--- src/design/kf_pkg.sv ---
// shared types, constants and the step microprogram of the kalman filter step
package kf_pkg;

    localparam int STATE_DIM = 2;
    localparam int CTRL_DIM  = 1;

    localparam int ACC_W  = 52;
    localparam int OPND_W = 33;
    localparam int PROD_W = 2 * OPND_W;
    localparam int DVD_W  = ACC_W + 17;
    localparam int CNT_W  = $clog2(DVD_W + 1);
    localparam int NUOP   = 80;
    localparam int PC_W   = $clog2(NUOP);
    localparam int NREG   = 30;
    localparam int RF_W   = $clog2(NREG);
    localparam int CODE_W = 6;
    localparam int NCODE  = 1 << CODE_W;
    localparam int IN_W   = 96;
    localparam int OUT_W  = 64;
    localparam int CFG_W  = 64;
    localparam int CIDX_W = 3;

    // configuration register indexes
    localparam logic [CIDX_W-1:0] CFG_TRANS = 3'd0;
    localparam logic [CIDX_W-1:0] CFG_CTRL  = 3'd1;
    localparam logic [CIDX_W-1:0] CFG_OBS   = 3'd2;
    localparam logic [CIDX_W-1:0] CFG_QN    = 3'd3;
    localparam logic [CIDX_W-1:0] CFG_RN    = 3'd4;
    localparam logic [CIDX_W-1:0] CFG_MINV  = 3'd5;
    localparam logic [CIDX_W-1:0] CFG_SKIP  = 3'd6;

    // operand codes
    localparam logic [CODE_W-1:0] C_ZERO = 6'd0;
    localparam logic [CODE_W-1:0] C_F0   = 6'd1;
    localparam logic [CODE_W-1:0] C_B0   = 6'd5;
    localparam logic [CODE_W-1:0] C_H0   = 6'd7;
    localparam logic [CODE_W-1:0] C_Q0   = 6'd11;
    localparam logic [CODE_W-1:0] C_R0   = 6'd15;
    localparam logic [CODE_W-1:0] C_U    = 6'd19;
    localparam logic [CODE_W-1:0] C_Z0   = 6'd20;
    localparam logic [CODE_W-1:0] C_Z1   = 6'd21;
    localparam logic [CODE_W-1:0] C_NS1  = 6'd22;
    localparam logic [CODE_W-1:0] C_NS2  = 6'd23;

    // register file bases
    localparam logic [RF_W-1:0] R_X   = 5'd0;
    localparam logic [RF_W-1:0] R_XP  = 5'd2;
    localparam logic [RF_W-1:0] R_P   = 5'd4;
    localparam logic [RF_W-1:0] R_PP  = 5'd8;
    localparam logic [RF_W-1:0] R_K   = 5'd12;
    localparam logic [RF_W-1:0] R_T   = 5'd16;
    localparam logic [RF_W-1:0] R_S   = 5'd20;
    localparam logic [RF_W-1:0] R_PHT = 5'd24;
    localparam logic [RF_W-1:0] R_R   = 5'd28;

    // equation ids
    localparam logic [2:0] EQ1 = 3'd0;
    localparam logic [2:0] EQ2 = 3'd1;
    localparam logic [2:0] EQ3 = 3'd2;
    localparam logic [2:0] EQ4 = 3'd3;
    localparam logic [2:0] EQ5 = 3'd4;

    // writeback kinds
    localparam logic [1:0] K_REG = 2'd0;
    localparam logic [1:0] K_DET = 2'd1;
    localparam logic [1:0] K_RES = 2'd2;
    localparam logic [1:0] K_DIV = 2'd3;

    // flags: {sh16, neg, first, last}
    localparam logic [3:0] FL_N  = 4'b0000;
    localparam logic [3:0] FL_L  = 4'b0001;
    localparam logic [3:0] FL_F  = 4'b0010;
    localparam logic [3:0] FL_NG = 4'b0100;
    localparam logic [3:0] FL_16 = 4'b1000;

    typedef struct packed {
        logic       mul_en;
        logic       acc_en;
        logic       first;
        logic       neg;
        logic       sh16;
    } mac_ctl_t;

    typedef struct packed {
        logic [2:0]        eq;
        logic [CODE_W-1:0] a;
        logic [CODE_W-1:0] b;
        logic [CODE_W-1:0] init;
        logic              sh16;
        logic              neg;
        logic              first;
        logic              last;
        logic [1:0]        kind;
        logic [RF_W-1:0]   dest;
    } uop_t;

    function automatic logic signed [31:0] sat32(input logic signed [ACC_W-1:0] v);
        logic signed [ACC_W-1:0] hi;
        logic signed [ACC_W-1:0] lo;
        hi = $signed({{(ACC_W-31){1'b0}}, {31{1'b1}}});
        lo = $signed({{(ACC_W-31){1'b1}}, {31{1'b0}}});
        if (v > hi) begin
            return 32'sh7fffffff;
        end else if (v < lo) begin
            return 32'sh80000000;
        end
        return v[31:0];
    endfunction

    function automatic logic [CODE_W-1:0] rc(input logic [RF_W-1:0] r);
        return {1'b1, r};
    endfunction

    function automatic logic [CODE_W-1:0] cf(input logic [1:0] k);
        return C_F0 + {4'b0, k};
    endfunction

    function automatic logic [CODE_W-1:0] ch(input logic [1:0] k);
        return C_H0 + {4'b0, k};
    endfunction

    function automatic uop_t mk(input logic [2:0] eq, input logic [CODE_W-1:0] a,
                                input logic [CODE_W-1:0] b, input logic [CODE_W-1:0] init,
                                input logic [3:0] fl, input logic [1:0] kind,
                                input logic [RF_W-1:0] dest);
        uop_t u;
        u.eq    = eq;
        u.a     = a;
        u.b     = b;
        u.init  = init;
        u.sh16  = fl[3];
        u.neg   = fl[2];
        u.first = fl[1];
        u.last  = fl[0];
        u.kind  = kind;
        u.dest  = dest;
        return u;
    endfunction

    // one multiply-accumulate term per entry
    function automatic uop_t uop_rom(input logic [PC_W-1:0] pc);
        uop_t u;
        unique case (pc)
            // prior = F*x + B*u
            7'd0:  u = mk(EQ1, cf(0), rc(R_X), C_ZERO, FL_F, K_REG, R_XP);
            7'd1:  u = mk(EQ1, cf(1), rc(R_X+5'd1), C_ZERO, FL_N, K_REG, R_XP);
            7'd2:  u = mk(EQ1, C_B0, C_U, C_ZERO, FL_L, K_REG, R_XP);
            7'd3:  u = mk(EQ1, cf(2), rc(R_X), C_ZERO, FL_F, K_REG, R_XP+5'd1);
            7'd4:  u = mk(EQ1, cf(3), rc(R_X+5'd1), C_ZERO, FL_N, K_REG, R_XP+5'd1);
            7'd5:  u = mk(EQ1, C_B0+6'd1, C_U, C_ZERO, FL_L, K_REG, R_XP+5'd1);
            // t = F*P
            7'd6:  u = mk(EQ2, cf(0), rc(R_P), C_ZERO, FL_F, K_REG, R_T);
            7'd7:  u = mk(EQ2, cf(1), rc(R_P+5'd2), C_ZERO, FL_L, K_REG, R_T);
            7'd8:  u = mk(EQ2, cf(0), rc(R_P+5'd1), C_ZERO, FL_F, K_REG, R_T+5'd1);
            7'd9:  u = mk(EQ2, cf(1), rc(R_P+5'd3), C_ZERO, FL_L, K_REG, R_T+5'd1);
            7'd10: u = mk(EQ2, cf(2), rc(R_P), C_ZERO, FL_F, K_REG, R_T+5'd2);
            7'd11: u = mk(EQ2, cf(3), rc(R_P+5'd2), C_ZERO, FL_L, K_REG, R_T+5'd2);
            7'd12: u = mk(EQ2, cf(2), rc(R_P+5'd1), C_ZERO, FL_F, K_REG, R_T+5'd3);
            7'd13: u = mk(EQ2, cf(3), rc(R_P+5'd3), C_ZERO, FL_L, K_REG, R_T+5'd3);
            // Pprior = Q + t*F^T
            7'd14: u = mk(EQ2, cf(0), rc(R_T), C_Q0, FL_F, K_REG, R_PP);
            7'd15: u = mk(EQ2, cf(1), rc(R_T+5'd1), C_Q0, FL_L, K_REG, R_PP);
            7'd16: u = mk(EQ2, cf(2), rc(R_T), C_Q0+6'd1, FL_F, K_REG, R_PP+5'd1);
            7'd17: u = mk(EQ2, cf(3), rc(R_T+5'd1), C_Q0+6'd1, FL_L, K_REG, R_PP+5'd1);
            7'd18: u = mk(EQ2, cf(0), rc(R_T+5'd2), C_Q0+6'd2, FL_F, K_REG, R_PP+5'd2);
            7'd19: u = mk(EQ2, cf(1), rc(R_T+5'd3), C_Q0+6'd2, FL_L, K_REG, R_PP+5'd2);
            7'd20: u = mk(EQ2, cf(2), rc(R_T+5'd2), C_Q0+6'd3, FL_F, K_REG, R_PP+5'd3);
            7'd21: u = mk(EQ2, cf(3), rc(R_T+5'd3), C_Q0+6'd3, FL_L, K_REG, R_PP+5'd3);
            // hp = H*Pprior
            7'd22: u = mk(EQ3, ch(0), rc(R_PP), C_ZERO, FL_F, K_REG, R_T);
            7'd23: u = mk(EQ3, ch(1), rc(R_PP+5'd2), C_ZERO, FL_L, K_REG, R_T);
            7'd24: u = mk(EQ3, ch(0), rc(R_PP+5'd1), C_ZERO, FL_F, K_REG, R_T+5'd1);
            7'd25: u = mk(EQ3, ch(1), rc(R_PP+5'd3), C_ZERO, FL_L, K_REG, R_T+5'd1);
            7'd26: u = mk(EQ3, ch(2), rc(R_PP), C_ZERO, FL_F, K_REG, R_T+5'd2);
            7'd27: u = mk(EQ3, ch(3), rc(R_PP+5'd2), C_ZERO, FL_L, K_REG, R_T+5'd2);
            7'd28: u = mk(EQ3, ch(2), rc(R_PP+5'd1), C_ZERO, FL_F, K_REG, R_T+5'd3);
            7'd29: u = mk(EQ3, ch(3), rc(R_PP+5'd3), C_ZERO, FL_L, K_REG, R_T+5'd3);
            // S = R + hp*H^T
            7'd30: u = mk(EQ3, ch(0), rc(R_T), C_R0, FL_F, K_REG, R_S);
            7'd31: u = mk(EQ3, ch(1), rc(R_T+5'd1), C_R0, FL_L, K_REG, R_S);
            7'd32: u = mk(EQ3, ch(2), rc(R_T), C_R0+6'd1, FL_F, K_REG, R_S+5'd1);
            7'd33: u = mk(EQ3, ch(3), rc(R_T+5'd1), C_R0+6'd1, FL_L, K_REG, R_S+5'd1);
            7'd34: u = mk(EQ3, ch(0), rc(R_T+5'd2), C_R0+6'd2, FL_F, K_REG, R_S+5'd2);
            7'd35: u = mk(EQ3, ch(1), rc(R_T+5'd3), C_R0+6'd2, FL_L, K_REG, R_S+5'd2);
            7'd36: u = mk(EQ3, ch(2), rc(R_T+5'd2), C_R0+6'd3, FL_F, K_REG, R_S+5'd3);
            7'd37: u = mk(EQ3, ch(3), rc(R_T+5'd3), C_R0+6'd3, FL_L, K_REG, R_S+5'd3);
            // pht = Pprior*H^T
            7'd38: u = mk(EQ3, ch(0), rc(R_PP), C_ZERO, FL_F, K_REG, R_PHT);
            7'd39: u = mk(EQ3, ch(1), rc(R_PP+5'd1), C_ZERO, FL_L, K_REG, R_PHT);
            7'd40: u = mk(EQ3, ch(2), rc(R_PP), C_ZERO, FL_F, K_REG, R_PHT+5'd1);
            7'd41: u = mk(EQ3, ch(3), rc(R_PP+5'd1), C_ZERO, FL_L, K_REG, R_PHT+5'd1);
            7'd42: u = mk(EQ3, ch(0), rc(R_PP+5'd2), C_ZERO, FL_F, K_REG, R_PHT+5'd2);
            7'd43: u = mk(EQ3, ch(1), rc(R_PP+5'd3), C_ZERO, FL_L, K_REG, R_PHT+5'd2);
            7'd44: u = mk(EQ3, ch(2), rc(R_PP+5'd2), C_ZERO, FL_F, K_REG, R_PHT+5'd3);
            7'd45: u = mk(EQ3, ch(3), rc(R_PP+5'd3), C_ZERO, FL_L, K_REG, R_PHT+5'd3);
            // determinant
            7'd46: u = mk(EQ3, rc(R_S), rc(R_S+5'd3), C_ZERO, FL_16|FL_F, K_DET, R_S);
            7'd47: u = mk(EQ3, rc(R_S+5'd1), rc(R_S+5'd2), C_ZERO, FL_16|FL_NG|FL_L,
                          K_DET, R_S);
            // gain numerators pht*adj(S), then divide
            7'd48: u = mk(EQ3, rc(R_PHT), rc(R_S+5'd3), C_ZERO, FL_16|FL_F, K_DIV, R_K);
            7'd49: u = mk(EQ3, rc(R_PHT+5'd1), C_NS2, C_ZERO, FL_16|FL_L, K_DIV, R_K);
            7'd50: u = mk(EQ3, rc(R_PHT), C_NS1, C_ZERO, FL_16|FL_F, K_DIV, R_K+5'd1);
            7'd51: u = mk(EQ3, rc(R_PHT+5'd1), rc(R_S), C_ZERO, FL_16|FL_L, K_DIV,
                          R_K+5'd1);
            7'd52: u = mk(EQ3, rc(R_PHT+5'd2), rc(R_S+5'd3), C_ZERO, FL_16|FL_F, K_DIV,
                          R_K+5'd2);
            7'd53: u = mk(EQ3, rc(R_PHT+5'd3), C_NS2, C_ZERO, FL_16|FL_L, K_DIV, R_K+5'd2);
            7'd54: u = mk(EQ3, rc(R_PHT+5'd2), C_NS1, C_ZERO, FL_16|FL_F, K_DIV, R_K+5'd3);
            7'd55: u = mk(EQ3, rc(R_PHT+5'd3), rc(R_S), C_ZERO, FL_16|FL_L, K_DIV,
                          R_K+5'd3);
            // residual r = z - H*prior
            7'd56: u = mk(EQ4, ch(0), rc(R_XP), C_Z0, FL_F, K_RES, R_R);
            7'd57: u = mk(EQ4, ch(1), rc(R_XP+5'd1), C_Z0, FL_L, K_RES, R_R);
            7'd58: u = mk(EQ4, ch(2), rc(R_XP), C_Z1, FL_F, K_RES, R_R+5'd1);
            7'd59: u = mk(EQ4, ch(3), rc(R_XP+5'd1), C_Z1, FL_L, K_RES, R_R+5'd1);
            // x = prior + K*r
            7'd60: u = mk(EQ4, rc(R_K), rc(R_R), rc(R_XP), FL_16|FL_F, K_REG, R_X);
            7'd61: u = mk(EQ4, rc(R_K+5'd1), rc(R_R+5'd1), rc(R_XP), FL_16|FL_L, K_REG, R_X);
            7'd62: u = mk(EQ4, rc(R_K+5'd2), rc(R_R), rc(R_XP+5'd1), FL_16|FL_F, K_REG,
                          R_X+5'd1);
            7'd63: u = mk(EQ4, rc(R_K+5'd3), rc(R_R+5'd1), rc(R_XP+5'd1), FL_16|FL_L,
                          K_REG, R_X+5'd1);
            // kh = K*H
            7'd64: u = mk(EQ5, ch(0), rc(R_K), C_ZERO, FL_F, K_REG, R_T);
            7'd65: u = mk(EQ5, ch(2), rc(R_K+5'd1), C_ZERO, FL_L, K_REG, R_T);
            7'd66: u = mk(EQ5, ch(1), rc(R_K), C_ZERO, FL_F, K_REG, R_T+5'd1);
            7'd67: u = mk(EQ5, ch(3), rc(R_K+5'd1), C_ZERO, FL_L, K_REG, R_T+5'd1);
            7'd68: u = mk(EQ5, ch(0), rc(R_K+5'd2), C_ZERO, FL_F, K_REG, R_T+5'd2);
            7'd69: u = mk(EQ5, ch(2), rc(R_K+5'd3), C_ZERO, FL_L, K_REG, R_T+5'd2);
            7'd70: u = mk(EQ5, ch(1), rc(R_K+5'd2), C_ZERO, FL_F, K_REG, R_T+5'd3);
            7'd71: u = mk(EQ5, ch(3), rc(R_K+5'd3), C_ZERO, FL_L, K_REG, R_T+5'd3);
            // P = Pprior - kh*Pprior
            7'd72: u = mk(EQ5, rc(R_T), rc(R_PP), rc(R_PP), FL_16|FL_NG|FL_F, K_REG, R_P);
            7'd73: u = mk(EQ5, rc(R_T+5'd1), rc(R_PP+5'd2), rc(R_PP), FL_16|FL_NG|FL_L,
                          K_REG, R_P);
            7'd74: u = mk(EQ5, rc(R_T), rc(R_PP+5'd1), rc(R_PP+5'd1), FL_16|FL_NG|FL_F,
                          K_REG, R_P+5'd1);
            7'd75: u = mk(EQ5, rc(R_T+5'd1), rc(R_PP+5'd3), rc(R_PP+5'd1),
                          FL_16|FL_NG|FL_L, K_REG, R_P+5'd1);
            7'd76: u = mk(EQ5, rc(R_T+5'd2), rc(R_PP), rc(R_PP+5'd2), FL_16|FL_NG|FL_F,
                          K_REG, R_P+5'd2);
            7'd77: u = mk(EQ5, rc(R_T+5'd3), rc(R_PP+5'd2), rc(R_PP+5'd2),
                          FL_16|FL_NG|FL_L, K_REG, R_P+5'd2);
            7'd78: u = mk(EQ5, rc(R_T+5'd2), rc(R_PP+5'd1), rc(R_PP+5'd3),
                          FL_16|FL_NG|FL_F, K_REG, R_P+5'd3);
            7'd79: u = mk(EQ5, rc(R_T+5'd3), rc(R_PP+5'd3), rc(R_PP+5'd3),
                          FL_16|FL_NG|FL_L, K_REG, R_P+5'd3);
            default: u = mk(EQ1, C_ZERO, C_ZERO, C_ZERO, FL_N, K_REG, R_X);
        endcase
        return u;
    endfunction

endpackage

--- src/design/kf_mac.sv ---
// shared multiply, round and accumulate unit
module kf_mac (
    input  logic                                aclk,
    input  kf_pkg::mac_ctl_t                    ctl,
    input  logic signed [kf_pkg::OPND_W-1:0]    a,
    input  logic signed [kf_pkg::OPND_W-1:0]    b,
    input  logic signed [kf_pkg::ACC_W-1:0]     init,
    output logic signed [kf_pkg::ACC_W-1:0]     acc
);

    logic signed [kf_pkg::PROD_W-1:0] prod_reg;
    logic signed [kf_pkg::ACC_W-1:0]  acc_reg;
    logic signed [kf_pkg::ACC_W-1:0]  acc_next;
    logic signed [kf_pkg::PROD_W-1:0] rnd12;
    logic signed [kf_pkg::PROD_W-1:0] rnd16;
    logic signed [kf_pkg::ACC_W-1:0]  term;
    logic signed [kf_pkg::ACC_W-1:0]  base;

    always_ff @(posedge aclk) begin
        if (ctl.mul_en) begin
            prod_reg <= a * b;
        end
        if (ctl.acc_en) begin
            acc_reg <= acc_next;
        end
    end

    // round half up then floor
    always_comb begin
        rnd12    = (prod_reg + $signed(kf_pkg::PROD_W'(2048))) >>> 12;
        rnd16    = (prod_reg + $signed(kf_pkg::PROD_W'(32768))) >>> 16;
        term     = ctl.sh16 ? rnd16[kf_pkg::ACC_W-1:0] : rnd12[kf_pkg::ACC_W-1:0];
        base     = ctl.first ? init : acc_reg;
        acc_next = ctl.neg ? (base - term) : (base + term);
    end

    assign acc = acc_reg;

endmodule

--- config.mk ---
export PLATFORM = sky130hd
export DESIGN_NAME = kf_mac
export DESIGN_NICKNAME = d
export VERILOG_FILES = /design/src/design/kf_pkg.sv /design/src/design/kf_mac.sv
export SDC_FILE = /design/constraint.sdc
export NUM_CORES = 2
export LEC_CHECK = 0
export BUFFER_PORTS_ARGS = -buffer_cell sky130_fd_sc_hd__buf_2
export CAP_MARGIN = 5
export CORE_ASPECT_RATIO = 0.6
export CORE_MARGIN = 8
export CORE_UTILIZATION = 30
export CTS_CLUSTER_DIAMETER = 40
export DETAILED_ROUTE_END_ITERATION = 7
export SYNTH_ARGS = -nofsm -noshare
export SYNTH_HDL_FRONTEND = slang
export SYNTH_SLANG_ARGS = --single-unit
--- constraint.sdc ---
create_clock -name aclk -period 8.01 [get_ports aclk]
set_clock_uncertainty 0.15 [all_clocks]
set_input_delay 0.4005 -clock aclk [delete_from_list [all_inputs] [get_ports aclk]]
set_output_delay 0.4005 -clock aclk [all_outputs]
set_load 0.01 [all_outputs]
==> metrics.md <==
| Metric | Value |
|---|---|
| Status | `completed` |
| YS warnings | `0` |
| CTS tree | `done` |
| Dpl hpwl | `129000 µm` |
| Startpoint type of the worst setup path | `input port` |
| Sum Neg Setup Slack | `0 ps` |
| Setup crit end kind | `flop` |
| Fmax | `128 MHz` |
| Clk_lat worst skew | `370 ps` |
| # rows | `114` |
| Worst stage delay on the critical path | `640 ps` |
| Post-synth EDFFs | `107` |
| Top cell by count, worst path | `fa_1` |
| Port bufs | `175` |
| Drt total wl | `146000 µm` |
| Worst path slowest cell | `fa_1` |
| Slew Viols, Final | `0` |
| CP bufs+invs | `6` |
| Post-synthesis area per instance | `9.24 µm²` |
| Worst-path clk slew | `80 ps` |
| Layout area overhead | `15.1%` |
| Total grt overflow | `0` |
| Pre-Repair DR Iteration Count | `5` |
| Via-to-Cell Ratio | `4.77` |
| DIE HEIGHT | `328 µm` |
| Final setup vio count | `0` |
| FF+latch count, synth | `107` |
| Die W | `537 µm` |
| Critical Path RT | `8100 ps` |
| Critical path class | `in -> reg` |
| Syn nets | `6816` |
| GPL Wtd Cong | `0.938` |
| Commonest cells post-synth | `fa_1, inv_1, nand2_1` |
| Root Driver | `clkbuf_16` |
| Distinct cells, synth | `83` |
| Clock Sinks | `107` |
| Layout net count | `7152` |
| Post-Syn Instances | `5281` |
| WL/cell | `18.8 µm` |
| Synth top area share | `0.470` |
| Period utilization | `0.978` |
| Top fanout value on the critical path | `12` |
| Delay-heaviest family, CP | `adder cells` |
| Synth area leader | `fa_1` |
| Number of I/O pins | `176` |
| Final antenna-violating net count | `0` |
| Fillers | `16400` |
| Post-layout util | `0.348` |
| CTS Buffer Depth | `2` |
| Initial antenna violation count | `11` |
| Seq/Total Area, Yosys | `0.0659` |
| Max-Cap Viols | `0` |
| Max FFs per register | `55` |
| Footprint of the multi-input gates | `0.0407 mm²` |
| Initial Util | `0.302` |
| H-tree lvl count | `3` |
| Die area | `0.176 mm²` |
| Most instantiated library cell after synthesis | `fa_1` |
| Initial drt markers | `2496` |
| Pin count of the biggest net entering global routing | `70` |
| Clock buffer count from CTS | `9` |
| Crit path time final | `7840 ps` |
| # DRC | `0` |
| Max-slew headroom | `0.271` |
| Worst-margin pin slew | `1080 ps` |
| Global-route wire length before repair | `231000 µm` |
| Vias | `37000` |
| Main area contributors after synthesis | `fa_1, inv_1, and2_1` |
| Mapped cell area | `0.0488 mm²` |
| Proportion of layout cells with a drive suffix above 1 | `0.145` |
| Top_reg_cell synth | `edfxtp_1` |
| Final hold violation count | `0` |
| Register area | `0.00321 mm²` |
| Vias in the first global route | `39100` |
| Post-synth ARST share | `0` |
| Core region area | `0.161 mm²` |
| Crit path DAT | `7920 ps` |
| Total track usage | `0.167` |
| Hold Crit Class | `in -> reg` |
==> repair_timing <==
action / CTS / global route
hold endpoints to repair: 0 / 0
hold buffers: 0 / 0
pin swaps: 7 / 99
buffers inserted: 4 / 11
cloned: 0 / 2
gates resized for setup: 46 / 198
endpoints found under the setup margin: 16 / 25
==> metrics by stage <==
stage | hold slack [ps] | cell area (µm²) | std cells | setup WS, ps
final | 391 | 56200 | 7770 | 174
after global routing | 408 | 56100 | 7768 | -9.97
after CTS | 380 | 55300 | 7755 | -3.63
after detailed placement | 632 | 54900 | 7735 | -747
after global placement | 620 | 54900 | 7735 | -648
after floorplan | 363 | 48800 | 5281 | 2.08
==> layout make-up <==
type                            instances  share of cell area
Antenna cell                            2           0.0000891
Tap cell                             2146              0.0478
Inverter                             1134              0.0758
Clock inverter                          7            0.000936
Clock buffer                            9             0.00401
Multi-Input combinational cell       3767               0.725
Sequential cell                       107              0.0572
Timing Repair Buffer                  598              0.0892
==> cell families (layout without fill, tap and decap cells) <==
logic type,count (synthesis),count (layout),share of synthesized area
AOI/OAI and AO/OA,420,420,0.0558
xor gates and xnor gates,226,226,0.0406
adders and majority gates,1411,1411,0.538
buffers and inverters,1407,1748,0.109
DFF,107,107,0.0659
muxes,79,79,0.0177
other,0,2,0
and+or+nand+nor,1631,1631,0.173
==> cells in the final DEF (no fill, tap or decap), types with 30 or more instances in the layout <==
master / Yosys / final
fa_1: 1145 / 1095
nand2_1: 626 / 621
mux2_2: 54 / 54
inv_1: 1132 / 1120
nor3_1: 43 / 43
ha_1: 266 / 254
nor2_1: 135 / 135
buf_4: 1 / 369
buf_2: 21 / 126
a21oi_1: 133 / 123
o21ai_0: 70 / 66
a21o_1: 63 / 63
nor4_1: 31 / 30
fa_2: 0 / 50
and2_1: 555 / 547
edfxtp_1: 107 / 107
buf_12: 0 / 47
buf_6: 1 / 44
nand3_1: 47 / 47
nand4_1: 48 / 48
xnor2_1: 150 / 150
xor2_1: 76 / 76
==> layer usage <==
layer,global-route usage,routed length [µm],up-vias
li1,-,-,16700
met1,0.254,69500,18800
met2,0.231,57700,1462
met3,0.0616,17700,70
met4,0.0124,840,8
met5,0.00384,137,-
==> worst reg2reg max path, delay by kind of cell, from the launching register on <==
family,cells,cell delay (ps)
xor+xnor,2,600
flops,1,570
compound gates,9,2370
fa+ha+maj,1,350
simple gates,8,2680
buf+inv,1,200
==> path summary, 6_finish.rpt <==
| path | slack, ps | from | to | depth (start not counted) |
|---|---|---|---|---|
| max | 170 | a[15] | prod_reg[62] | 25 |
| min | 390 | init[1] | acc[1] | 3 |
| max reg2reg | 860 | prod_reg[22] | acc[49] | 21 |
| min reg2reg | 640 | acc[1] | acc[1] | 2 |
Power is not shown: default switching activity piles up to over one toggle a cycle in this logic, so the estimate is an artifact.
