--- config.mk ---
export PLATFORM = sky130hd
export DESIGN_NAME = kf_div
export DESIGN_NICKNAME = d
export VERILOG_FILES = /design/src/design/kf_pkg.sv /design/src/design/kf_div.sv
export SDC_FILE = /design/constraint.sdc
export NUM_CORES = 1
export LEC_CHECK = 0
export BUFFER_PORTS_ARGS = -buffer_cell sky130_fd_sc_hd__buf_2
export CAP_MARGIN = 20
export CORE_UTILIZATION = 45
export CTS_BUF_LIST = sky130_fd_sc_hd__clkbuf_8
export DETAILED_ROUTE_END_ITERATION = 8
export SYNTH_ARGS = -nofsm -noshare
export SYNTH_HDL_FRONTEND = slang
export SYNTH_SLANG_ARGS = --single-unit
--- constraint.sdc ---
create_clock -name aclk -period 7.4 [get_ports aclk]
set_input_delay 2.22 -clock aclk [delete_from_list [all_inputs] [get_ports aclk]]
set_output_delay 2.22 -clock aclk [all_outputs]
set_load 0.005 [all_outputs]
--- src/design/kf_pkg.sv ---
// shared types, constants and the step microprogram of the kalman filter step
package kf_pkg;

    localparam int STATE_DIM = 2;
    localparam int CTRL_DIM  = 1;

    localparam int ACC_W  = 52;
    localparam int OPND_W = 33;
    localparam int PROD_W = 2 * OPND_W;
    localparam int DVD_W  = ACC_W + 17;
    localparam int CNT_W  = $clog2(DVD_W + 1);
    localparam int NUOP   = 80;
    localparam int PC_W   = $clog2(NUOP);
    localparam int NREG   = 30;
    localparam int RF_W   = $clog2(NREG);
    localparam int CODE_W = 6;
    localparam int NCODE  = 1 << CODE_W;
    localparam int IN_W   = 96;
    localparam int OUT_W  = 64;
    localparam int CFG_W  = 64;
    localparam int CIDX_W = 3;

    // configuration register indexes
    localparam logic [CIDX_W-1:0] CFG_TRANS = 3'd0;
    localparam logic [CIDX_W-1:0] CFG_CTRL  = 3'd1;
    localparam logic [CIDX_W-1:0] CFG_OBS   = 3'd2;
    localparam logic [CIDX_W-1:0] CFG_QN    = 3'd3;
    localparam logic [CIDX_W-1:0] CFG_RN    = 3'd4;
    localparam logic [CIDX_W-1:0] CFG_MINV  = 3'd5;
    localparam logic [CIDX_W-1:0] CFG_SKIP  = 3'd6;

    // operand codes
    localparam logic [CODE_W-1:0] C_ZERO = 6'd0;
    localparam logic [CODE_W-1:0] C_F0   = 6'd1;
    localparam logic [CODE_W-1:0] C_B0   = 6'd5;
    localparam logic [CODE_W-1:0] C_H0   = 6'd7;
    localparam logic [CODE_W-1:0] C_Q0   = 6'd11;
    localparam logic [CODE_W-1:0] C_R0   = 6'd15;
    localparam logic [CODE_W-1:0] C_U    = 6'd19;
    localparam logic [CODE_W-1:0] C_Z0   = 6'd20;
    localparam logic [CODE_W-1:0] C_Z1   = 6'd21;
    localparam logic [CODE_W-1:0] C_NS1  = 6'd22;
    localparam logic [CODE_W-1:0] C_NS2  = 6'd23;

    // register file bases
    localparam logic [RF_W-1:0] R_X   = 5'd0;
    localparam logic [RF_W-1:0] R_XP  = 5'd2;
    localparam logic [RF_W-1:0] R_P   = 5'd4;
    localparam logic [RF_W-1:0] R_PP  = 5'd8;
    localparam logic [RF_W-1:0] R_K   = 5'd12;
    localparam logic [RF_W-1:0] R_T   = 5'd16;
    localparam logic [RF_W-1:0] R_S   = 5'd20;
    localparam logic [RF_W-1:0] R_PHT = 5'd24;
    localparam logic [RF_W-1:0] R_R   = 5'd28;

    // equation ids
    localparam logic [2:0] EQ1 = 3'd0;
    localparam logic [2:0] EQ2 = 3'd1;
    localparam logic [2:0] EQ3 = 3'd2;
    localparam logic [2:0] EQ4 = 3'd3;
    localparam logic [2:0] EQ5 = 3'd4;

    // writeback kinds
    localparam logic [1:0] K_REG = 2'd0;
    localparam logic [1:0] K_DET = 2'd1;
    localparam logic [1:0] K_RES = 2'd2;
    localparam logic [1:0] K_DIV = 2'd3;

    // flags: {sh16, neg, first, last}
    localparam logic [3:0] FL_N  = 4'b0000;
    localparam logic [3:0] FL_L  = 4'b0001;
    localparam logic [3:0] FL_F  = 4'b0010;
    localparam logic [3:0] FL_NG = 4'b0100;
    localparam logic [3:0] FL_16 = 4'b1000;

    typedef struct packed {
        logic       mul_en;
        logic       acc_en;
        logic       first;
        logic       neg;
        logic       sh16;
    } mac_ctl_t;

    typedef struct packed {
        logic [2:0]        eq;
        logic [CODE_W-1:0] a;
        logic [CODE_W-1:0] b;
        logic [CODE_W-1:0] init;
        logic              sh16;
        logic              neg;
        logic              first;
        logic              last;
        logic [1:0]        kind;
        logic [RF_W-1:0]   dest;
    } uop_t;

    function automatic logic signed [31:0] sat32(input logic signed [ACC_W-1:0] v);
        logic signed [ACC_W-1:0] hi;
        logic signed [ACC_W-1:0] lo;
        hi = $signed({{(ACC_W-31){1'b0}}, {31{1'b1}}});
        lo = $signed({{(ACC_W-31){1'b1}}, {31{1'b0}}});
        if (v > hi) begin
            return 32'sh7fffffff;
        end else if (v < lo) begin
            return 32'sh80000000;
        end
        return v[31:0];
    endfunction

    function automatic logic [CODE_W-1:0] rc(input logic [RF_W-1:0] r);
        return {1'b1, r};
    endfunction

    function automatic logic [CODE_W-1:0] cf(input logic [1:0] k);
        return C_F0 + {4'b0, k};
    endfunction

    function automatic logic [CODE_W-1:0] ch(input logic [1:0] k);
        return C_H0 + {4'b0, k};
    endfunction

    function automatic uop_t mk(input logic [2:0] eq, input logic [CODE_W-1:0] a,
                                input logic [CODE_W-1:0] b, input logic [CODE_W-1:0] init,
                                input logic [3:0] fl, input logic [1:0] kind,
                                input logic [RF_W-1:0] dest);
        uop_t u;
        u.eq    = eq;
        u.a     = a;
        u.b     = b;
        u.init  = init;
        u.sh16  = fl[3];
        u.neg   = fl[2];
        u.first = fl[1];
        u.last  = fl[0];
        u.kind  = kind;
        u.dest  = dest;
        return u;
    endfunction

    // one multiply-accumulate term per entry
    function automatic uop_t uop_rom(input logic [PC_W-1:0] pc);
        uop_t u;
        unique case (pc)
            // prior = F*x + B*u
            7'd0:  u = mk(EQ1, cf(0), rc(R_X), C_ZERO, FL_F, K_REG, R_XP);
            7'd1:  u = mk(EQ1, cf(1), rc(R_X+5'd1), C_ZERO, FL_N, K_REG, R_XP);
            7'd2:  u = mk(EQ1, C_B0, C_U, C_ZERO, FL_L, K_REG, R_XP);
            7'd3:  u = mk(EQ1, cf(2), rc(R_X), C_ZERO, FL_F, K_REG, R_XP+5'd1);
            7'd4:  u = mk(EQ1, cf(3), rc(R_X+5'd1), C_ZERO, FL_N, K_REG, R_XP+5'd1);
            7'd5:  u = mk(EQ1, C_B0+6'd1, C_U, C_ZERO, FL_L, K_REG, R_XP+5'd1);
            // t = F*P
            7'd6:  u = mk(EQ2, cf(0), rc(R_P), C_ZERO, FL_F, K_REG, R_T);
            7'd7:  u = mk(EQ2, cf(1), rc(R_P+5'd2), C_ZERO, FL_L, K_REG, R_T);
            7'd8:  u = mk(EQ2, cf(0), rc(R_P+5'd1), C_ZERO, FL_F, K_REG, R_T+5'd1);
            7'd9:  u = mk(EQ2, cf(1), rc(R_P+5'd3), C_ZERO, FL_L, K_REG, R_T+5'd1);
            7'd10: u = mk(EQ2, cf(2), rc(R_P), C_ZERO, FL_F, K_REG, R_T+5'd2);
            7'd11: u = mk(EQ2, cf(3), rc(R_P+5'd2), C_ZERO, FL_L, K_REG, R_T+5'd2);
            7'd12: u = mk(EQ2, cf(2), rc(R_P+5'd1), C_ZERO, FL_F, K_REG, R_T+5'd3);
            7'd13: u = mk(EQ2, cf(3), rc(R_P+5'd3), C_ZERO, FL_L, K_REG, R_T+5'd3);
            // Pprior = Q + t*F^T
            7'd14: u = mk(EQ2, cf(0), rc(R_T), C_Q0, FL_F, K_REG, R_PP);
            7'd15: u = mk(EQ2, cf(1), rc(R_T+5'd1), C_Q0, FL_L, K_REG, R_PP);
            7'd16: u = mk(EQ2, cf(2), rc(R_T), C_Q0+6'd1, FL_F, K_REG, R_PP+5'd1);
            7'd17: u = mk(EQ2, cf(3), rc(R_T+5'd1), C_Q0+6'd1, FL_L, K_REG, R_PP+5'd1);
            7'd18: u = mk(EQ2, cf(0), rc(R_T+5'd2), C_Q0+6'd2, FL_F, K_REG, R_PP+5'd2);
            7'd19: u = mk(EQ2, cf(1), rc(R_T+5'd3), C_Q0+6'd2, FL_L, K_REG, R_PP+5'd2);
            7'd20: u = mk(EQ2, cf(2), rc(R_T+5'd2), C_Q0+6'd3, FL_F, K_REG, R_PP+5'd3);
            7'd21: u = mk(EQ2, cf(3), rc(R_T+5'd3), C_Q0+6'd3, FL_L, K_REG, R_PP+5'd3);
            // hp = H*Pprior
            7'd22: u = mk(EQ3, ch(0), rc(R_PP), C_ZERO, FL_F, K_REG, R_T);
            7'd23: u = mk(EQ3, ch(1), rc(R_PP+5'd2), C_ZERO, FL_L, K_REG, R_T);
            7'd24: u = mk(EQ3, ch(0), rc(R_PP+5'd1), C_ZERO, FL_F, K_REG, R_T+5'd1);
            7'd25: u = mk(EQ3, ch(1), rc(R_PP+5'd3), C_ZERO, FL_L, K_REG, R_T+5'd1);
            7'd26: u = mk(EQ3, ch(2), rc(R_PP), C_ZERO, FL_F, K_REG, R_T+5'd2);
            7'd27: u = mk(EQ3, ch(3), rc(R_PP+5'd2), C_ZERO, FL_L, K_REG, R_T+5'd2);
            7'd28: u = mk(EQ3, ch(2), rc(R_PP+5'd1), C_ZERO, FL_F, K_REG, R_T+5'd3);
            7'd29: u = mk(EQ3, ch(3), rc(R_PP+5'd3), C_ZERO, FL_L, K_REG, R_T+5'd3);
            // S = R + hp*H^T
            7'd30: u = mk(EQ3, ch(0), rc(R_T), C_R0, FL_F, K_REG, R_S);
            7'd31: u = mk(EQ3, ch(1), rc(R_T+5'd1), C_R0, FL_L, K_REG, R_S);
            7'd32: u = mk(EQ3, ch(2), rc(R_T), C_R0+6'd1, FL_F, K_REG, R_S+5'd1);
            7'd33: u = mk(EQ3, ch(3), rc(R_T+5'd1), C_R0+6'd1, FL_L, K_REG, R_S+5'd1);
            7'd34: u = mk(EQ3, ch(0), rc(R_T+5'd2), C_R0+6'd2, FL_F, K_REG, R_S+5'd2);
            7'd35: u = mk(EQ3, ch(1), rc(R_T+5'd3), C_R0+6'd2, FL_L, K_REG, R_S+5'd2);
            7'd36: u = mk(EQ3, ch(2), rc(R_T+5'd2), C_R0+6'd3, FL_F, K_REG, R_S+5'd3);
            7'd37: u = mk(EQ3, ch(3), rc(R_T+5'd3), C_R0+6'd3, FL_L, K_REG, R_S+5'd3);
            // pht = Pprior*H^T
            7'd38: u = mk(EQ3, ch(0), rc(R_PP), C_ZERO, FL_F, K_REG, R_PHT);
            7'd39: u = mk(EQ3, ch(1), rc(R_PP+5'd1), C_ZERO, FL_L, K_REG, R_PHT);
            7'd40: u = mk(EQ3, ch(2), rc(R_PP), C_ZERO, FL_F, K_REG, R_PHT+5'd1);
            7'd41: u = mk(EQ3, ch(3), rc(R_PP+5'd1), C_ZERO, FL_L, K_REG, R_PHT+5'd1);
            7'd42: u = mk(EQ3, ch(0), rc(R_PP+5'd2), C_ZERO, FL_F, K_REG, R_PHT+5'd2);
            7'd43: u = mk(EQ3, ch(1), rc(R_PP+5'd3), C_ZERO, FL_L, K_REG, R_PHT+5'd2);
            7'd44: u = mk(EQ3, ch(2), rc(R_PP+5'd2), C_ZERO, FL_F, K_REG, R_PHT+5'd3);
            7'd45: u = mk(EQ3, ch(3), rc(R_PP+5'd3), C_ZERO, FL_L, K_REG, R_PHT+5'd3);
            // determinant
            7'd46: u = mk(EQ3, rc(R_S), rc(R_S+5'd3), C_ZERO, FL_16|FL_F, K_DET, R_S);
            7'd47: u = mk(EQ3, rc(R_S+5'd1), rc(R_S+5'd2), C_ZERO, FL_16|FL_NG|FL_L,
                          K_DET, R_S);
            // gain numerators pht*adj(S), then divide
            7'd48: u = mk(EQ3, rc(R_PHT), rc(R_S+5'd3), C_ZERO, FL_16|FL_F, K_DIV, R_K);
            7'd49: u = mk(EQ3, rc(R_PHT+5'd1), C_NS2, C_ZERO, FL_16|FL_L, K_DIV, R_K);
            7'd50: u = mk(EQ3, rc(R_PHT), C_NS1, C_ZERO, FL_16|FL_F, K_DIV, R_K+5'd1);
            7'd51: u = mk(EQ3, rc(R_PHT+5'd1), rc(R_S), C_ZERO, FL_16|FL_L, K_DIV,
                          R_K+5'd1);
            7'd52: u = mk(EQ3, rc(R_PHT+5'd2), rc(R_S+5'd3), C_ZERO, FL_16|FL_F, K_DIV,
                          R_K+5'd2);
            7'd53: u = mk(EQ3, rc(R_PHT+5'd3), C_NS2, C_ZERO, FL_16|FL_L, K_DIV, R_K+5'd2);
            7'd54: u = mk(EQ3, rc(R_PHT+5'd2), C_NS1, C_ZERO, FL_16|FL_F, K_DIV, R_K+5'd3);
            7'd55: u = mk(EQ3, rc(R_PHT+5'd3), rc(R_S), C_ZERO, FL_16|FL_L, K_DIV,
                          R_K+5'd3);
            // residual r = z - H*prior
            7'd56: u = mk(EQ4, ch(0), rc(R_XP), C_Z0, FL_F, K_RES, R_R);
            7'd57: u = mk(EQ4, ch(1), rc(R_XP+5'd1), C_Z0, FL_L, K_RES, R_R);
            7'd58: u = mk(EQ4, ch(2), rc(R_XP), C_Z1, FL_F, K_RES, R_R+5'd1);
            7'd59: u = mk(EQ4, ch(3), rc(R_XP+5'd1), C_Z1, FL_L, K_RES, R_R+5'd1);
            // x = prior + K*r
            7'd60: u = mk(EQ4, rc(R_K), rc(R_R), rc(R_XP), FL_16|FL_F, K_REG, R_X);
            7'd61: u = mk(EQ4, rc(R_K+5'd1), rc(R_R+5'd1), rc(R_XP), FL_16|FL_L, K_REG, R_X);
            7'd62: u = mk(EQ4, rc(R_K+5'd2), rc(R_R), rc(R_XP+5'd1), FL_16|FL_F, K_REG,
                          R_X+5'd1);
            7'd63: u = mk(EQ4, rc(R_K+5'd3), rc(R_R+5'd1), rc(R_XP+5'd1), FL_16|FL_L,
                          K_REG, R_X+5'd1);
            // kh = K*H
            7'd64: u = mk(EQ5, ch(0), rc(R_K), C_ZERO, FL_F, K_REG, R_T);
            7'd65: u = mk(EQ5, ch(2), rc(R_K+5'd1), C_ZERO, FL_L, K_REG, R_T);
            7'd66: u = mk(EQ5, ch(1), rc(R_K), C_ZERO, FL_F, K_REG, R_T+5'd1);
            7'd67: u = mk(EQ5, ch(3), rc(R_K+5'd1), C_ZERO, FL_L, K_REG, R_T+5'd1);
            7'd68: u = mk(EQ5, ch(0), rc(R_K+5'd2), C_ZERO, FL_F, K_REG, R_T+5'd2);
            7'd69: u = mk(EQ5, ch(2), rc(R_K+5'd3), C_ZERO, FL_L, K_REG, R_T+5'd2);
            7'd70: u = mk(EQ5, ch(1), rc(R_K+5'd2), C_ZERO, FL_F, K_REG, R_T+5'd3);
            7'd71: u = mk(EQ5, ch(3), rc(R_K+5'd3), C_ZERO, FL_L, K_REG, R_T+5'd3);
            // P = Pprior - kh*Pprior
            7'd72: u = mk(EQ5, rc(R_T), rc(R_PP), rc(R_PP), FL_16|FL_NG|FL_F, K_REG, R_P);
            7'd73: u = mk(EQ5, rc(R_T+5'd1), rc(R_PP+5'd2), rc(R_PP), FL_16|FL_NG|FL_L,
                          K_REG, R_P);
            7'd74: u = mk(EQ5, rc(R_T), rc(R_PP+5'd1), rc(R_PP+5'd1), FL_16|FL_NG|FL_F,
                          K_REG, R_P+5'd1);
            7'd75: u = mk(EQ5, rc(R_T+5'd1), rc(R_PP+5'd3), rc(R_PP+5'd1),
                          FL_16|FL_NG|FL_L, K_REG, R_P+5'd1);
            7'd76: u = mk(EQ5, rc(R_T+5'd2), rc(R_PP), rc(R_PP+5'd2), FL_16|FL_NG|FL_F,
                          K_REG, R_P+5'd2);
            7'd77: u = mk(EQ5, rc(R_T+5'd3), rc(R_PP+5'd2), rc(R_PP+5'd2),
                          FL_16|FL_NG|FL_L, K_REG, R_P+5'd2);
            7'd78: u = mk(EQ5, rc(R_T+5'd2), rc(R_PP+5'd1), rc(R_PP+5'd3),
                          FL_16|FL_NG|FL_F, K_REG, R_P+5'd3);
            7'd79: u = mk(EQ5, rc(R_T+5'd3), rc(R_PP+5'd3), rc(R_PP+5'd3),
                          FL_16|FL_NG|FL_L, K_REG, R_P+5'd3);
            default: u = mk(EQ1, C_ZERO, C_ZERO, C_ZERO, FL_N, K_REG, R_X);
        endcase
        return u;
    endfunction

endpackage

--- src/design/kf_div.sv ---
// restoring divider for the gain, one quotient bit per cycle
module kf_div (
    input  logic                              aclk,
    input  logic                              aresetn,
    input  logic                              start,
    input  logic signed [kf_pkg::ACC_W-1:0]   num,
    input  logic signed [kf_pkg::ACC_W-1:0]   den,
    output logic                              done,
    output logic signed [31:0]                quot
);

    logic [kf_pkg::DVD_W-1:0] dvd_reg, dvd_next;
    logic [kf_pkg::ACC_W:0]   rem_reg, rem_next;
    logic [kf_pkg::DVD_W-1:0] quo_reg, quo_next;
    logic [kf_pkg::ACC_W-1:0] den_reg;
    logic                     neg_reg;
    logic [kf_pkg::CNT_W-1:0] cnt_reg, cnt_next;
    logic                     busy_reg, busy_next;
    logic                     done_reg, done_next;
    logic signed [31:0]       quot_reg, quot_next;
    logic [kf_pkg::ACC_W-1:0] un, ud;
    logic [kf_pkg::DVD_W-1:0] dvd_init;
    logic [kf_pkg::ACC_W:0]   rem_sh;
    logic                     ge;

    always_comb begin
        un       = num[kf_pkg::ACC_W-1] ? kf_pkg::ACC_W'(-num) : kf_pkg::ACC_W'(num);
        ud       = den[kf_pkg::ACC_W-1] ? kf_pkg::ACC_W'(-den) : kf_pkg::ACC_W'(den);
        dvd_init = {1'b0, un, 16'b0} + kf_pkg::DVD_W'(ud >> 1);
        rem_sh   = {rem_reg[kf_pkg::ACC_W-1:0], dvd_reg[kf_pkg::DVD_W-1]};
        ge       = rem_sh >= {1'b0, den_reg};
        rem_next = ge ? (rem_sh - {1'b0, den_reg}) : rem_sh;
        quo_next = {quo_reg[kf_pkg::DVD_W-2:0], ge};
        dvd_next = {dvd_reg[kf_pkg::DVD_W-2:0], 1'b0};
        cnt_next = cnt_reg + 1'b1;
        busy_next = busy_reg;
        done_next = 1'b0;
        quot_next = quot_reg;
        if (start) begin
            busy_next = 1'b1;
            cnt_next  = '0;
        end else if (busy_reg && (cnt_reg == kf_pkg::CNT_W'(kf_pkg::DVD_W - 1))) begin
            busy_next = 1'b0;
            done_next = 1'b1;
            // saturate the signed quotient
            if (neg_reg) begin
                quot_next = (|quo_next[kf_pkg::DVD_W-1:31]) ? 32'sh80000000
                                                            : -$signed(quo_next[31:0]);
            end else begin
                quot_next = (|quo_next[kf_pkg::DVD_W-1:31]) ? 32'sh7fffffff
                                                            : $signed(quo_next[31:0]);
            end
        end
    end

    always_ff @(posedge aclk) begin
        if (!aresetn) begin
            busy_reg <= 1'b0;
            done_reg <= 1'b0;
        end else begin
            busy_reg <= busy_next;
            done_reg <= done_next;
        end
        quot_reg <= quot_next;
        if (start) begin
            dvd_reg <= dvd_init;
            rem_reg <= '0;
            quo_reg <= '0;
            den_reg <= ud;
            neg_reg <= num[kf_pkg::ACC_W-1] ^ den[kf_pkg::ACC_W-1];
            cnt_reg <= cnt_next;
        end else if (busy_reg) begin
            dvd_reg <= dvd_next;
            rem_reg <= rem_next;
            quo_reg <= quo_next;
            cnt_reg <= cnt_next;
        end
    end

    assign done = done_reg;
    assign quot = quot_reg;

endmodule

==> out/qor.yml <==
status: "completed"
grt_pass1_vias: 15000
ctsHoldBuffers: 0
fillers: 3895
path_class: "input pin to flop"
area_growth_pct: 12.2
portBuffers: 139
syn_area_mm2: 0.0190
antenna_found_initial: 1
syn_nets: 2296
gp_congestion: 0.905
cts_tree: "done"
drtIter0Drc: 1161
grt_pass1_wl_mm: 78.3
ys.warnings.count: 0
fin_cells: 2791
end_kind: "flop"
leakage_nw: 8.81
grt_overflow: 0
finalSetupViolations: 0
slew_viol_final: 0
fp-row-count: 74
ctsRootBufferMaster: "clkbuf_8"
maxSlewHeadroom_pct: 34.0
die-width_um: 208
critical_path_arrival_ns: 7.21
numPlacedInstances: 2695
design_area_mm2: 0.0214
clk_latency_ns: 0.65
regArea_mm2: 0.00728
cap_violations: 0
synthFlopType: "edfxtp_1"
syn_inst: 2095
vias_per_cell: 5.63
firstDrtPassIters: 5
drive_gt1_share_pct: 14.3
fin_skew_ns: 0.0367
clk_pin_slew_worst_paths_ns: 0.05
synth.distinct_cells: 88
remaining_drc_errors: 0
mostFrequentLayoutCell: "nor2_1"
avgRoutedWirePerCell_um: 17.1
power_density_mw_per_mm2: 218
fp.dieH_um: 208
layout_common_cells: "235 x nor2_1, 179 x nand2_1, 164 x xnor2_1, 161 x edfxtp_1, 138 x buf_2"
crit_required_ns: 7.78
track_usage_pct: 22.2
cts.sinks: 283
ys_ff_latch: 283
cp_max_fo: 8
total_power_w: 0.00465
post_cts_buffers: 0
setup_tns_ns: 0
hold_violations: 0
numCtsBuffers: 51
fmax_mhz: 146
postRouteAntennaNets: 0
holdPathStages: 2
vias: 15700
period_minus_slack_ns: 6.83
ioPinCount: 140
hp-class: "flop to flop"
hpwl_mm: 35.3
reg2reg_depth: 20
core_area_mm2: 0.0413
routed_wl_mm: 47.8
yosysSeqAreaShare_pct: 38.2
multi_input_area_mm2: 0.0110
worst_pin_slew_ns: 0.988
dieArea_mm2: 0.0431
place_area_mm2: 0.0202
cts_resized: 0
async_flop_share_pct: 0
min_period_over_period_pct: 92.3
synth_edf_count: 161
htreeDepth: 2
grt_max_degree: 86
peakVddDrop_uv: 114
synth_area_per_cell_um2: 9.08
initial_core_util_pct: 46.1
largest_register_ffs: 69
nets: 2417
clk_path_buf_depth: 3
rsz0062_at_grt: "no"
start_kind: "input pin"
## Yosys cell counts, drive strengths merged (11+ instances only)
master	count	area share (%)
o21ai	109	2.9
a21oi	125	3.4
o311ai	11	0.51
a311oi	19	0.87
xor2	47	2.2
buf	16	0.40
nor4	29	1.2
o21bai	18	0.75
a21o	61	2.4
nor2	236	4.7
ha	92	6.0
or3	23	0.76
or4	18	0.73
nand2	182	3.6
nor3	37	1.0
a31oi	16	0.60
clkbuf	85	1.7
a211oi	19	0.83
mux2	41	2.4
mux2i	70	3.7
o41ai	16	0.74
nand4	25	0.90
edfxtp	161	25
inv	95	1.9
nor2b	22	0.72
nand3	53	1.4
dfxtp	122	13
nand2b	14	0.46
xnor2	164	7.5
o31ai	44	1.8
## path summary, 6_finish.rpt
path	slack (ns)	from	to
setup / recovery	0.57	den[5]	dvd_reg[63]
hold / removal	0.48	rem_reg[28]	rem_reg[28]
setup reg to reg	1.71	den_reg[1]	quot[24]
hold reg to reg	0.48	rem_reg[28]	rem_reg[28]
## kinds of logic (layout without fill, tap and decap cells)
kind of cell	Yosys count	count (layout)	synth area share (%)
AND/OR/NAND/NOR	686	686	17.4
flip-flops	283	283	38.2
XOR/XNOR	214	214	10.1
other	0	1	0
adder cells (fa/ha/maj)	94	94	6.26
buffers and inverters	197	360	3.97
AO/OA/AOI/OAI	510	510	18.0
multiplexers	111	111	6.11
## layout make-up
cell class / instances / area share [%]
Clock buffer: 58 / 3.74
Sequential cell: 283 / 34.1
Antenna cell: 1 / 0.0117
Multi-Input combinational cell: 1615 / 51.5
Clock inverter: 37 / 1.45
Inverter: 96 / 1.69
Timing Repair Buffer: 169 / 4.35
Tap cell: 532 / 3.12
## routing by layer
layer	track usage, %	routed length [µm]
met5	0	0
met4	6.62	1080
met3	3.30	2330
met2	35.7	21500
met1	30.8	22900
## power by group
| part | switching, W | internal [W] | total (W) |
|---|---|---|---|
| Combinational | 0.000675 | 0.000488 | 0.00116 |
| Clock | 0.000683 | 0.000898 | 0.00158 |
| Sequential | 0.0000665 | 0.00183 | 0.00190 |
## stage by stage
stage	utilization, %	setup slack [ns]	hold WS [ns]
4_1_cts	51.7	0.615	0.486
3_5_place_dp	49.0	-0.0490	0.478
3_3_place_gp	49.0	0.0653	0.470
5_1_grt	51.7	0.293	0.509
2_1_floorplan	-	0.568	0.440
6_report	51.7	0.569	0.484
## critical path, cell delays in order
cell and delay [ns]:
buf_2 0.12, or4_1 0.70, nor2_1 0.20, nand3_1 0.14
o41ai_1 0.33, xor2_1 0.27, inv_1 0.10, ha_1 0.29
a21oi_1 0.08, o21ai_0 0.26, a21oi_1 0.16, a41oi_1 0.30
a221oi_1 0.17, o21bai_2 0.27, a21oi_4 0.10, o31ai_2 0.36
a221o_1 0.50, nand4b_1 0.19, xor2_1 0.18, mux2_2 0.26
(Power assumes the default switching activity.)
